## src/rtl/assert_macros.svh

```systemverilog
// Assertion helpers shared by the RTL files.
`ifndef ASSERT_MACROS_SVH
`define ASSERT_MACROS_SVH
`ifndef SYNTHESIS
// Check on every clock edge outside reset.
`define MFT_ASSERT(lbl, prop) \
  lbl: assert property (@(posedge clk_i) disable iff (!rst_ni) prop) \
    else $error("assertion failed");
// Check on every clock edge, reset included.
`define MFT_ASSERT_ALWAYS(lbl, prop) \
  lbl: assert property (@(posedge clk_i) prop) else $error("assertion failed");
`else
`define MFT_ASSERT(lbl, prop)
`define MFT_ASSERT_ALWAYS(lbl, prop)
`endif
`endif

```

## src/rtl/mft_pkg.sv

```systemverilog
`default_nettype none

package mft_pkg;

  // Register indexes on the configuration port
  typedef enum logic [2:0] {
    CFG_AU_MODE       = 3'd0,
    CFG_AU_SHIFT      = 3'd1,
    CFG_AU_FLAGS      = 3'd2,
    CFG_OPERAND_SIZES = 3'd3,
    CFG_OFFSET_VALUE  = 3'd4,
    CFG_SCALE_VALUE   = 3'd5,
    CFG_BIN_THRESHOLD = 3'd6,
    CFG_COUNT_CONTROL = 3'd7
  } cfg_idx_e;

  // Arithmetic formulas (A, B operands, O offset, S scale)
  typedef enum logic [3:0] {
    MODE_AB        = 4'd0,
    MODE_AB_OFS    = 4'd1,
    MODE_ACC_AB    = 4'd2,
    MODE_AA        = 4'd3,
    MODE_AA_ADD_B  = 4'd4,
    MODE_AA_SUB_B  = 4'd5,
    MODE_ACC_AA    = 4'd6,
    MODE_AA_OFS    = 4'd7,
    MODE_AS        = 4'd8,
    MODE_AS_ADD_B  = 4'd9,
    MODE_AS_SUB_B  = 4'd10,
    MODE_AS_OFS    = 4'd11,
    MODE_ACC_AS    = 4'd12,
    MODE_ADD       = 4'd13,
    MODE_SUB       = 4'd14,
    MODE_A_OFS     = 4'd15
  } au_mode_e;

  // Bits of au_flags
  localparam int unsigned FLAG_SIGNED = 0;
  localparam int unsigned FLAG_BYPASS = 1;
  localparam int unsigned FLAG_THR_ONLY = 3;
  localparam logic [1:0] PATH_ARITH_THR = 2'd1;

  // Operand size codes
  localparam logic [1:0] SZ_BYTE = 2'd0;
  localparam logic [1:0] SZ_HALF = 2'd1;

  // Bits of count_control
  localparam int unsigned CNT_ENABLE = 15;
  localparam int unsigned CNT_TARGET_W = 15;

  // Queue between front and back
  localparam int unsigned QUEUE_DEPTH = 2;
  localparam int unsigned QUEUE_PTR_W = (QUEUE_DEPTH > 1) ? $clog2(QUEUE_DEPTH) : 1;
  localparam int unsigned QUEUE_CNT_W = $clog2(QUEUE_DEPTH + 1);

  typedef struct packed {
    logic        cmd;
    logic [31:0] op_a;
    logic [31:0] op_b;
  } in_t;

  typedef struct packed {
    logic signed [31:0] au_value;
    logic               above_threshold;
    logic               count_reached;
    logic [31:0]        hit_count;
  } out_t;

  typedef struct packed {
    au_mode_e    au_mode;
    logic [4:0]  au_shift;
    logic [3:0]  au_flags;
    logic [5:0]  op_sizes;
    logic [31:0] offset_value;
    logic [31:0] scale_value;
    logic [31:0] bin_threshold;
    logic [15:0] count_ctrl;
  } cfg_t;

  // Classified word: result = (acc_use ? acc : 0) + mul_x * mul_y + addend
  typedef struct packed {
    logic        clr;
    logic        thr_only;
    logic        do_thr;
    logic        acc_use;
    logic [31:0] mul_x;
    logic [31:0] mul_y;
    logic [31:0] addend;
    logic [31:0] raw_a;
  } q_entry_t;

  // Narrow to byte, halfword or word, then sign- or zero-extend
  function automatic logic [31:0] ext_operand(logic [31:0] raw, logic [1:0] size,
                                              logic sgn);
    logic [31:0] v;
    unique case (size)
      SZ_BYTE: v = sgn ? {{24{raw[7]}}, raw[7:0]} : {24'b0, raw[7:0]};
      SZ_HALF: v = sgn ? {{16{raw[15]}}, raw[15:0]} : {16'b0, raw[15:0]};
      default: v = raw;
    endcase
    return v;
  endfunction

endpackage

`default_nettype wire

```

## src/rtl/mac_filter_threshold_counter_unit.sv

```systemverilog
// Registers from input to output: queue, multiply, accumulate and shift, result.
// Throughput: one word per cycle when not stalled; acc_q alone closes the add loop.
// A receiver stall backs the stages up; the queue takes two more words, so five
// words are in flight before in_ready_o drops.
// Reset: rst_ni asynchronous active low; clears configuration, accumulator,
// hit count, queue and all valid flags. No clearing pass.
`default_nettype none

module mac_filter_threshold_counter_unit (
  input  logic          clk_i,
  input  logic          rst_ni,
  input  logic          cfg_valid_i,
  output logic          cfg_ready_o,
  input  logic [2:0]    cfg_index_i,
  input  logic [31:0]   cfg_data_i,
  input  logic          in_valid_i,
  output logic          in_ready_o,
  input  mft_pkg::in_t  in_data_i,
  output logic          out_valid_o,
  input  logic          out_ready_i,
  output mft_pkg::out_t out_data_o
);
  import mft_pkg::*;

  cfg_t     cfg_q;
  q_entry_t push_entry;
  q_entry_t pop_entry;
  logic     push;
  logic     pop;
  logic     q_full;
  logic     q_valid;

  assign cfg_ready_o = 1'b1;

  // Configuration registers
  always_ff @(posedge clk_i or negedge rst_ni) begin
    if (!rst_ni) begin
      cfg_q <= '0;
    end else if (cfg_valid_i) begin
      unique case (cfg_idx_e'(cfg_index_i))
        CFG_AU_MODE:       cfg_q.au_mode       <= au_mode_e'(cfg_data_i[3:0]);
        CFG_AU_SHIFT:      cfg_q.au_shift      <= cfg_data_i[4:0];
        CFG_AU_FLAGS:      cfg_q.au_flags      <= cfg_data_i[3:0];
        CFG_OPERAND_SIZES: cfg_q.op_sizes      <= cfg_data_i[5:0];
        CFG_OFFSET_VALUE:  cfg_q.offset_value  <= cfg_data_i;
        CFG_SCALE_VALUE:   cfg_q.scale_value   <= cfg_data_i;
        CFG_BIN_THRESHOLD: cfg_q.bin_threshold <= cfg_data_i;
        CFG_COUNT_CONTROL: cfg_q.count_ctrl    <= cfg_data_i[15:0];
        default:           cfg_q.count_ctrl    <= cfg_q.count_ctrl;
      endcase
    end
  end

  mft_front u_front (
    .in_valid_i (in_valid_i),
    .in_ready_o (in_ready_o),
    .in_data_i  (in_data_i),
    .cfg_i      (cfg_q),
    .q_full_i   (q_full),
    .push_o     (push),
    .entry_o    (push_entry)
  );

  mft_queue u_queue (
    .clk_i   (clk_i),
    .rst_ni  (rst_ni),
    .push_i  (push),
    .entry_i (push_entry),
    .full_o  (q_full),
    .pop_i   (pop),
    .valid_o (q_valid),
    .entry_o (pop_entry)
  );

  mft_back u_back (
    .clk_i       (clk_i),
    .rst_ni      (rst_ni),
    .cfg_i       (cfg_q),
    .q_valid_i   (q_valid),
    .q_entry_i   (pop_entry),
    .q_pop_o     (pop),
    .out_valid_o (out_valid_o),
    .out_ready_i (out_ready_i),
    .out_data_o  (out_data_o)
  );

endmodule

`default_nettype wire

```

## src/rtl/mft_front.sv

```systemverilog
`default_nettype none

module mft_front (
  input  logic              in_valid_i,
  output logic              in_ready_o,
  input  mft_pkg::in_t      in_data_i,
  input  mft_pkg::cfg_t     cfg_i,
  input  logic              q_full_i,
  output logic              push_o,
  output mft_pkg::q_entry_t entry_o
);
  import mft_pkg::*;

  logic        sgn;
  logic [31:0] a_ext;
  logic [31:0] b_ext;
  logic [31:0] b_neg;

  // Take a word whenever the queue has room
  assign in_ready_o = !q_full_i;
  assign push_o     = in_valid_i && !q_full_i;

  // Extend operands
  assign sgn   = cfg_i.au_flags[FLAG_SIGNED];
  assign a_ext = ext_operand(in_data_i.op_a, cfg_i.op_sizes[1:0], sgn);
  assign b_ext = ext_operand(in_data_i.op_b, cfg_i.op_sizes[3:2], sgn);
  assign b_neg = 32'd0 - b_ext;

  // Map the formula onto multiply, addend and accumulate selects
  always_comb begin
    entry_o          = '0;
    entry_o.clr      = !in_data_i.cmd;
    entry_o.thr_only = cfg_i.au_flags[FLAG_THR_ONLY];
    entry_o.do_thr   = cfg_i.au_flags[FLAG_THR_ONLY] ||
                       (cfg_i.au_flags[3:2] == PATH_ARITH_THR);
    entry_o.raw_a    = in_data_i.op_a;
    entry_o.mul_x    = a_ext;
    entry_o.mul_y    = b_ext;
    entry_o.addend   = '0;
    entry_o.acc_use  = 1'b0;
    unique case (cfg_i.au_mode)
      MODE_AB:       entry_o.mul_y = b_ext;
      MODE_AB_OFS:   entry_o.addend = cfg_i.offset_value;
      MODE_ACC_AB:   entry_o.acc_use = 1'b1;
      MODE_AA:       entry_o.mul_y = a_ext;
      MODE_AA_ADD_B: begin
        entry_o.mul_y  = a_ext;
        entry_o.addend = b_ext;
      end
      MODE_AA_SUB_B: begin
        entry_o.mul_y  = a_ext;
        entry_o.addend = b_neg;
      end
      MODE_ACC_AA: begin
        entry_o.mul_y   = a_ext;
        entry_o.acc_use = 1'b1;
      end
      MODE_AA_OFS: begin
        entry_o.mul_y  = a_ext;
        entry_o.addend = cfg_i.offset_value;
      end
      MODE_AS:       entry_o.mul_y = cfg_i.scale_value;
      MODE_AS_ADD_B: begin
        entry_o.mul_y  = cfg_i.scale_value;
        entry_o.addend = b_ext;
      end
      MODE_AS_SUB_B: begin
        entry_o.mul_y  = cfg_i.scale_value;
        entry_o.addend = b_neg;
      end
      MODE_AS_OFS: begin
        entry_o.mul_y  = cfg_i.scale_value;
        entry_o.addend = cfg_i.offset_value;
      end
      MODE_ACC_AS: begin
        entry_o.mul_y   = cfg_i.scale_value;
        entry_o.acc_use = 1'b1;
      end
      MODE_ADD: begin
        entry_o.mul_y  = 32'd1;
        entry_o.addend = b_ext;
      end
      MODE_SUB: begin
        entry_o.mul_y  = 32'd1;
        entry_o.addend = b_neg;
      end
      MODE_A_OFS: begin
        entry_o.mul_y  = 32'd1;
        entry_o.addend = cfg_i.offset_value;
      end
      default: entry_o.mul_y = b_ext;
    endcase
    // Bypass passes extended A through to the shift
    if (cfg_i.au_flags[FLAG_BYPASS]) begin
      entry_o.mul_y   = 32'd1;
      entry_o.addend  = '0;
      entry_o.acc_use = 1'b0;
    end
  end

endmodule

`default_nettype wire

```

## src/rtl/mft_queue.sv

```systemverilog
`default_nettype none
`include "assert_macros.svh"

module mft_queue (
  input  logic              clk_i,
  input  logic              rst_ni,
  input  logic              push_i,
  input  mft_pkg::q_entry_t entry_i,
  output logic              full_o,
  input  logic              pop_i,
  output logic              valid_o,
  output mft_pkg::q_entry_t entry_o
);
  import mft_pkg::*;

  q_entry_t               mem_q [QUEUE_DEPTH];
  logic [QUEUE_PTR_W-1:0] wr_ptr_q, wr_ptr_d;
  logic [QUEUE_PTR_W-1:0] rd_ptr_q, rd_ptr_d;
  logic [QUEUE_CNT_W-1:0] count_q, count_d;

  assign full_o  = (count_q == QUEUE_CNT_W'(QUEUE_DEPTH));
  assign valid_o = (count_q != '0);
  assign entry_o = mem_q[rd_ptr_q];

  // Advance pointers and occupancy
  always_comb begin
    wr_ptr_d = wr_ptr_q;
    rd_ptr_d = rd_ptr_q;
    count_d  = count_q;
    if (push_i) begin
      wr_ptr_d = (wr_ptr_q == QUEUE_PTR_W'(QUEUE_DEPTH - 1)) ? '0 : wr_ptr_q + 1'b1;
    end
    if (pop_i) begin
      rd_ptr_d = (rd_ptr_q == QUEUE_PTR_W'(QUEUE_DEPTH - 1)) ? '0 : rd_ptr_q + 1'b1;
    end
    if (push_i && !pop_i) begin
      count_d = count_q + 1'b1;
    end else if (pop_i && !push_i) begin
      count_d = count_q - 1'b1;
    end
  end

  always_ff @(posedge clk_i or negedge rst_ni) begin
    if (!rst_ni) begin
      wr_ptr_q <= '0;
      rd_ptr_q <= '0;
      count_q  <= '0;
    end else begin
      wr_ptr_q <= wr_ptr_d;
      rd_ptr_q <= rd_ptr_d;
      count_q  <= count_d;
    end
  end

  // Store pushed words
  always_ff @(posedge clk_i) begin
    if (push_i) begin
      mem_q[wr_ptr_q] <= entry_i;
    end
  end

  `MFT_ASSERT_ALWAYS(a_count_bound, count_q <= QUEUE_CNT_W'(QUEUE_DEPTH))
  `MFT_ASSERT(a_empty_ptrs, (count_q == '0) |-> (wr_ptr_q == rd_ptr_q))
  `MFT_ASSERT(a_push_grows, (push_i && !pop_i) |=> (count_q == $past(count_q) + 1'b1))

endmodule

`default_nettype wire

```

## src/rtl/mft_back.sv

```systemverilog
`default_nettype none
`include "assert_macros.svh"

module mft_back (
  input  logic              clk_i,
  input  logic              rst_ni,
  input  mft_pkg::cfg_t     cfg_i,
  input  logic              q_valid_i,
  input  mft_pkg::q_entry_t q_entry_i,
  output logic              q_pop_o,
  output logic              out_valid_o,
  input  logic              out_ready_i,
  output mft_pkg::out_t     out_data_o
);
  import mft_pkg::*;

  typedef struct packed {
    logic        clr;
    logic        thr_only;
    logic        do_thr;
    logic        acc_use;
    logic [31:0] prod;
    logic [31:0] addend;
    logic [31:0] raw_a;
  } mul_stage_t;

  typedef struct packed {
    logic        clr;
    logic        do_thr;
    logic [31:0] value;
  } acc_stage_t;

  mul_stage_t  s1_q;
  acc_stage_t  s2_q, s2_d;
  out_t        out_q, out_d;
  logic        s1_v_q, s2_v_q, out_v_q;
  logic [31:0] acc_q, acc_d;
  logic [31:0] hits_q, hits_d;
  logic        s1_acc, s2_acc, s3_acc;
  logic        ld2, ld3;
  logic [31:0] prod;
  logic [31:0] sum;
  logic [31:0] th_in;
  logic [31:0] hits_inc;
  logic [31:0] cnt_target;
  logic        counted;

  // Stage handshakes: each stage takes a word when empty or moving on
  assign s3_acc  = !out_v_q || out_ready_i;
  assign ld3     = s2_v_q && s3_acc;
  assign s2_acc  = !s2_v_q || s3_acc;
  assign ld2     = s1_v_q && s2_acc;
  assign s1_acc  = !s1_v_q || s2_acc;
  assign q_pop_o = q_valid_i && s1_acc;

  // Multiply stage
  assign prod = q_entry_i.mul_x * q_entry_i.mul_y;

  always_ff @(posedge clk_i) begin
    if (q_pop_o) begin
      s1_q.clr      <= q_entry_i.clr;
      s1_q.thr_only <= q_entry_i.thr_only;
      s1_q.do_thr   <= q_entry_i.do_thr;
      s1_q.acc_use  <= q_entry_i.acc_use;
      s1_q.prod     <= prod;
      s1_q.addend   <= q_entry_i.addend;
      s1_q.raw_a    <= q_entry_i.raw_a;
    end
  end

  // Accumulate and shift stage
  always_comb begin
    sum = (s1_q.acc_use ? acc_q : 32'd0) + s1_q.prod + s1_q.addend;
    if (s1_q.clr) begin
      acc_d = '0;
    end else if (s1_q.thr_only) begin
      acc_d = acc_q;
    end else begin
      acc_d = sum;
    end
    s2_d.clr    = s1_q.clr;
    s2_d.do_thr = s1_q.do_thr;
    s2_d.value  = s1_q.thr_only ? s1_q.raw_a : 32'($signed(sum) >>> cfg_i.au_shift);
  end

  always_ff @(posedge clk_i) begin
    if (ld2) begin
      s2_q <= s2_d;
    end
  end

  // Threshold count and result stage
  assign th_in      = ext_operand(s2_q.value, cfg_i.op_sizes[5:4],
                                  cfg_i.au_flags[FLAG_SIGNED]);
  assign hits_inc   = hits_q + 32'd1;
  assign cnt_target = {{(32 - CNT_TARGET_W){1'b0}}, cfg_i.count_ctrl[CNT_TARGET_W-1:0]};
  assign counted    = s2_q.do_thr && cfg_i.count_ctrl[CNT_ENABLE] &&
                      ($signed(th_in) > $signed(cfg_i.bin_threshold));

  always_comb begin
    out_d  = '0;
    hits_d = hits_q;
    if (s2_q.clr) begin
      hits_d = '0;
    end else begin
      if (counted) begin
        hits_d = hits_inc;
      end
      out_d.au_value        = s2_q.value;
      out_d.above_threshold = s2_q.do_thr && (s2_q.value > cfg_i.bin_threshold);
      out_d.count_reached   = counted && (hits_inc == cnt_target);
      out_d.hit_count       = hits_d;
    end
  end

  always_ff @(posedge clk_i) begin
    if (ld3) begin
      out_q <= out_d;
    end
  end

  // Hold control and running state
  always_ff @(posedge clk_i or negedge rst_ni) begin
    if (!rst_ni) begin
      s1_v_q  <= 1'b0;
      s2_v_q  <= 1'b0;
      out_v_q <= 1'b0;
      acc_q   <= '0;
      hits_q  <= '0;
    end else begin
      s1_v_q  <= q_pop_o || (s1_v_q && !ld2);
      s2_v_q  <= ld2 || (s2_v_q && !ld3);
      out_v_q <= ld3 || (out_v_q && !out_ready_i);
      if (ld2) begin
        acc_q <= acc_d;
      end
      if (ld3) begin
        hits_q <= hits_d;
      end
    end
  end

  assign out_valid_o = out_v_q;
  assign out_data_o  = out_q;

  `MFT_ASSERT(a_thr_only_keeps_acc, (ld2 && s1_q.thr_only && !s1_q.clr) |=> $stable(acc_q))
  `MFT_ASSERT(a_clear_zeroes_hits, (ld3 && s2_q.clr) |=> (hits_q == '0 && out_q.hit_count == '0))
  `MFT_ASSERT(a_reached_at_target, (out_v_q && out_q.count_reached) |-> (out_q.hit_count == cnt_target))

endmodule

`default_nettype wire

```

## config.mk

```make
export PLATFORM = sky130hd
export DESIGN_NAME = mac_filter_threshold_counter_unit
export DESIGN_NICKNAME = d
export VERILOG_FILES = /design/src/rtl/mft_pkg.sv /design/src/rtl/mac_filter_threshold_counter_unit.sv /design/src/rtl/mft_front.sv /design/src/rtl/mft_queue.sv /design/src/rtl/mft_back.sv
export VERILOG_INCLUDE_DIRS = /design/src /design/src/rtl
export SDC_FILE = /design/constraint.sdc
export NUM_CORES = 2
export LEC_CHECK = 0
export BUFFER_PORTS_ARGS = -buffer_cell sky130_fd_sc_hd__buf_2
export CAP_MARGIN = 20
export CELL_PAD_IN_SITES_DETAIL_PLACEMENT = 2
export CELL_PAD_IN_SITES_GLOBAL_PLACEMENT = 2
export CORE_ASPECT_RATIO = 1.25
export CORE_MARGIN = 2
export CORE_UTILIZATION = 29
export DETAILED_ROUTE_END_ITERATION = 12
export GPL_TIMING_DRIVEN = 0
export PLACE_DENSITY = 0.57
export REMOVE_ABC_BUFFERS = 1
export SLEW_MARGIN = 20
export SYNTH_ARGS = -nofsm -noshare
export SYNTH_HDL_FRONTEND = slang
export SYNTH_SLANG_ARGS = --single-unit
```

## constraint.sdc

```tcl
create_clock -name clk_i -period 9.1 [get_ports clk_i]
set_input_delay 0.91 -clock clk_i [delete_from_list [all_inputs] [get_ports clk_i]]
set_output_delay 0.91 -clock clk_i [all_outputs]
set_load 0.05 [all_outputs]
```

==> results.toml <==
[timing]
finalWorstPathRequiredPeriod_ns = 8.917
worst_pin_slew_ns = 1.160
max_freq_mhz = 112.1
rsz0062_at_grt = "no"
final-setup-viol-count = 0
final-max-slew-violation-count = 0
finClkSkew_ns = 0.04091
timing.slew.headroom_pct = 21.71
finalHoldViolCount = 0
finalCritPeriodShare_pct = 97.99
fin_ws_ns = 0.1829

[finish]
drive_gt1_share_pct = 16.37
fin_cells = 6983
layout.nets = 5455
final_cell_mix = "523 x nor2_1, 484 x inv_1, 448 x edfxtp_1"
final_common_cell = "nor2_1"
area_delta_synth_final_pct = 15.55
finish.instance_area_sq_mm = 0.05655

[clocking]
htree_levels = 3
worstSkewPairLatency_ns = 0.70
clk_transition_reported_paths_ns = 0.06
cts_tree = "built"
cts_buffer_depth = 3
hold_buffers = 0
root_buffer = "clkbuf_16"
numCtsBuffers = 81
cts.sinks = 650

[floorplan]
die_h_um = 463.3
start_util_pct = 29.18
fp.coreArea_sq_mm = 0.1677
design.die.area_sq_mm = 0.1721
rows = 168
die_w_um = 371.4
ios = 174

[status]
status = "finished clean"

[global_route]
grt-ovfl-total = 0
grt_pass1_vias = 40520
grt_max_degree = 79
antenna_found_initial = 25
grt_pass1_wl_mm = 293.3
grt_usage_pct = 23.55

[worst_setup_path]
end_kind = "flop"
worst_ep_required_time_ns = 9.53
crit_arrival_ns = 9.34
cp_slowest_cell = "or4b_2"
critical_path.max_stage_delay_ns = 0.72
critical_path_class = "flop to flop"
cpMostUsedCell = "fa_1"
startpoint_type = "flop"
cp_max_fo = 36

[drt]
postRouteAntennaNets = 0
wl_per_cell_um = 29.01
vias = 36620
viasPerCell = 5.244
first_pass_iters = 6
drc = 0
postRouteWirelength_mm = 202.6
dr.first_iter.drc_count = 2033

[placed_design]
place_inst = 6808
dp_hpwl_mm = 160.0
place_ws_ns = -1.413
place_area_sq_mm = 0.05363
place_congestion = 0.8662
io_buffers = 172

[logic_synthesis]
synthArstFlopShare_pct = 31.08
synth-edff-count = 448
syn-mean-instance-area_sq_um = 10.69
synthDistinctLibCells = 105
ys_warn_count = 0
synthFlopType = "edfxtp_1"
ys_seq_area_share_pct = 37.81
synthCells = 4578
synth_area_sq_mm = 0.04894
synth-seq-cells = 650

[min_path]
hold_class = "primary input to async pin"

[run]
maxCapViolations = 0
[metrics by stage]
step           hold WS (ns)  util [%]  TNS, ns
2_1_floorplan        0.4003         -   -53.57
3_3_place_gp         0.4115     30.78  -750.48
3_5_place_dp         0.4196     31.97   -7.222
4_1_cts              0.1964     33.63        0
5_1_grt              0.2252     33.70        0
6_report             0.1802     33.71        0
[per-layer routing]
layer | vias to the layer above | track usage (%) | part of all wire (%)
li1 | 15910 | - | -
met2 | 715 | 40.28 | 49
met4 | 24 | 8.578 | 3.9
met3 | 262 | 2.922 | 3.9
met5 | - | 0 | 0.070
met1 | 19710 | 30.32 | 43
[cells in the mapped netlist, types with 15 or more instances]
library cell / count / area (sq um)
o21bai_1: 15 / 112.6
a211oi_1: 32 / 240.2
ha_1: 212 / 2653
fa_1: 440 / 8808
and3_1: 19 / 118.9
xnor2_1: 144 / 1261
nand3_1: 39 / 195.2
and2_1: 51 / 319.1
edfxtp_1: 448 / 13450
mux2_2: 247 / 2781
nand2b_1: 31 / 193.9
a21oi_1: 156 / 780.8
a221oi_1: 37 / 324.1
a22o_1: 50 / 437.9
nand4_1: 26 / 162.7
o21ai_0: 146 / 730.7
o31ai_1: 19 / 142.6
o211ai_1: 20 / 150.1
dfrtp_1: 202 / 5055
nor3_1: 60 / 300.3
nand2_1: 426 / 1599
buf_1: 15 / 56.30
clkbuf_1: 189 / 709.4
buf_2: 25 / 125.1
nor2_1: 527 / 1978
mux2i_1: 83 / 830.8
a21o_1: 63 / 473.0
o22ai_1: 18 / 112.6
xor2_1: 37 / 324.1
o21a_1: 20 / 150.1
inv_1: 490 / 1839
nor2b_1: 24 / 150.1
nor4_1: 19 / 118.9
[path summary, 6_finish.rpt]
kind / cells past startpoint / start / to / slack (ns)
worst max-delay path: 27 / u_queue.rd_ptr_q$_DFFE_PN0P_ / u_back.s1_q[95]$_DFFE_PP_ / 0.18
worst min-delay path: 1 / rst_ni / u_back.hits_q[25]$_DFFE_PN0P_ / 0.18
worst max register to register: 27 / u_queue.rd_ptr_q$_DFFE_PN0P_ / u_back.s1_q[95]$_DFFE_PP_ / 0.18
worst min register to register: 0 / u_back.s1_q[97]$_DFFE_PP_ / u_back.s2_q[32]$_DFFE_PP_ / 0.43
max in group asynchronous: 3 / rst_ni / u_back.acc_q[9]$_DFFE_PN0P_ / 7.63
min in group clk_i: 0 / u_back.s1_q[97]$_DFFE_PP_ / u_back.s2_q[32]$_DFFE_PP_ / 0.43
[cells by family (layout without fill, tap and decap cells)]
group                      Yosys count  count (layout)  synth area share [%]
and+or+nand+nor                   1300            1300                 11.81
buffers and inverters              732             919                 5.742
xor gates and xnor gates           183             183                 3.318
DFF                                650             650                 37.81
adders and majority gates          652             652                 23.42
AOI/OAI and AO/OA                  720             720                 10.06
other                                1               9              0.007662
muxes                              340             340                 7.825
[worst max-delay path, delay by kind of cell, from the launching register on]
| kind | cells | cell delay, ns |
|---|---|---|
| AND/OR/NAND/NOR | 6 | 1.60 |
| flip-flops | 1 | 0.53 |
| multiplexers | 1 | 0.50 |
| XOR/XNOR | 1 | 0.17 |
| buffers and inverters | 8 | 1.29 |
| adder cells (fa/ha/maj) | 9 | 3.95 |
| AO/OA/AOI/OAI | 2 | 0.46 |
[state kept, by name, indices dropped and copies added, names as in the netlist]
register and cells:
u_back.s1_v_q 1, u_queue.rd_ptr_q 1, u_back.s1_q 100, cfg_q 131, u_back.out_data_o 66, u_back.out_valid_o 1, u_queue.wr_ptr_q 1, u_back.acc_q 32
u_back.s2_q 34, u_back.s2_v_q 1, u_back.hits_q 32, u_queue.mem_q 248, u_queue.count_q 2
[layout make-up]
cell class	count	area, sq um
antenna	8	20.02
fill	18040	111200
tap	2210	2765
sequential	650	18520
clock buffer	107	2227
inverter	497	1894
multi-input combinational	3196	28190
timing repair buffer	272	2541
clock inverter	43	400.4
[repair_timing]
| action | 4_1_cts | 5_1_grt |
|---|---|---|
| endpoints found under the hold margin | 0 | 0 |
| cloned | 0 | 0 |
| gates resized for setup | 14 | 8 |
| endpoints found under the setup margin | 12 | 6 |
| buffers inserted | 10 | 6 |
Power is not shown: default switching activity piles up to over one toggle a cycle in this logic, so the estimate is an artifact.
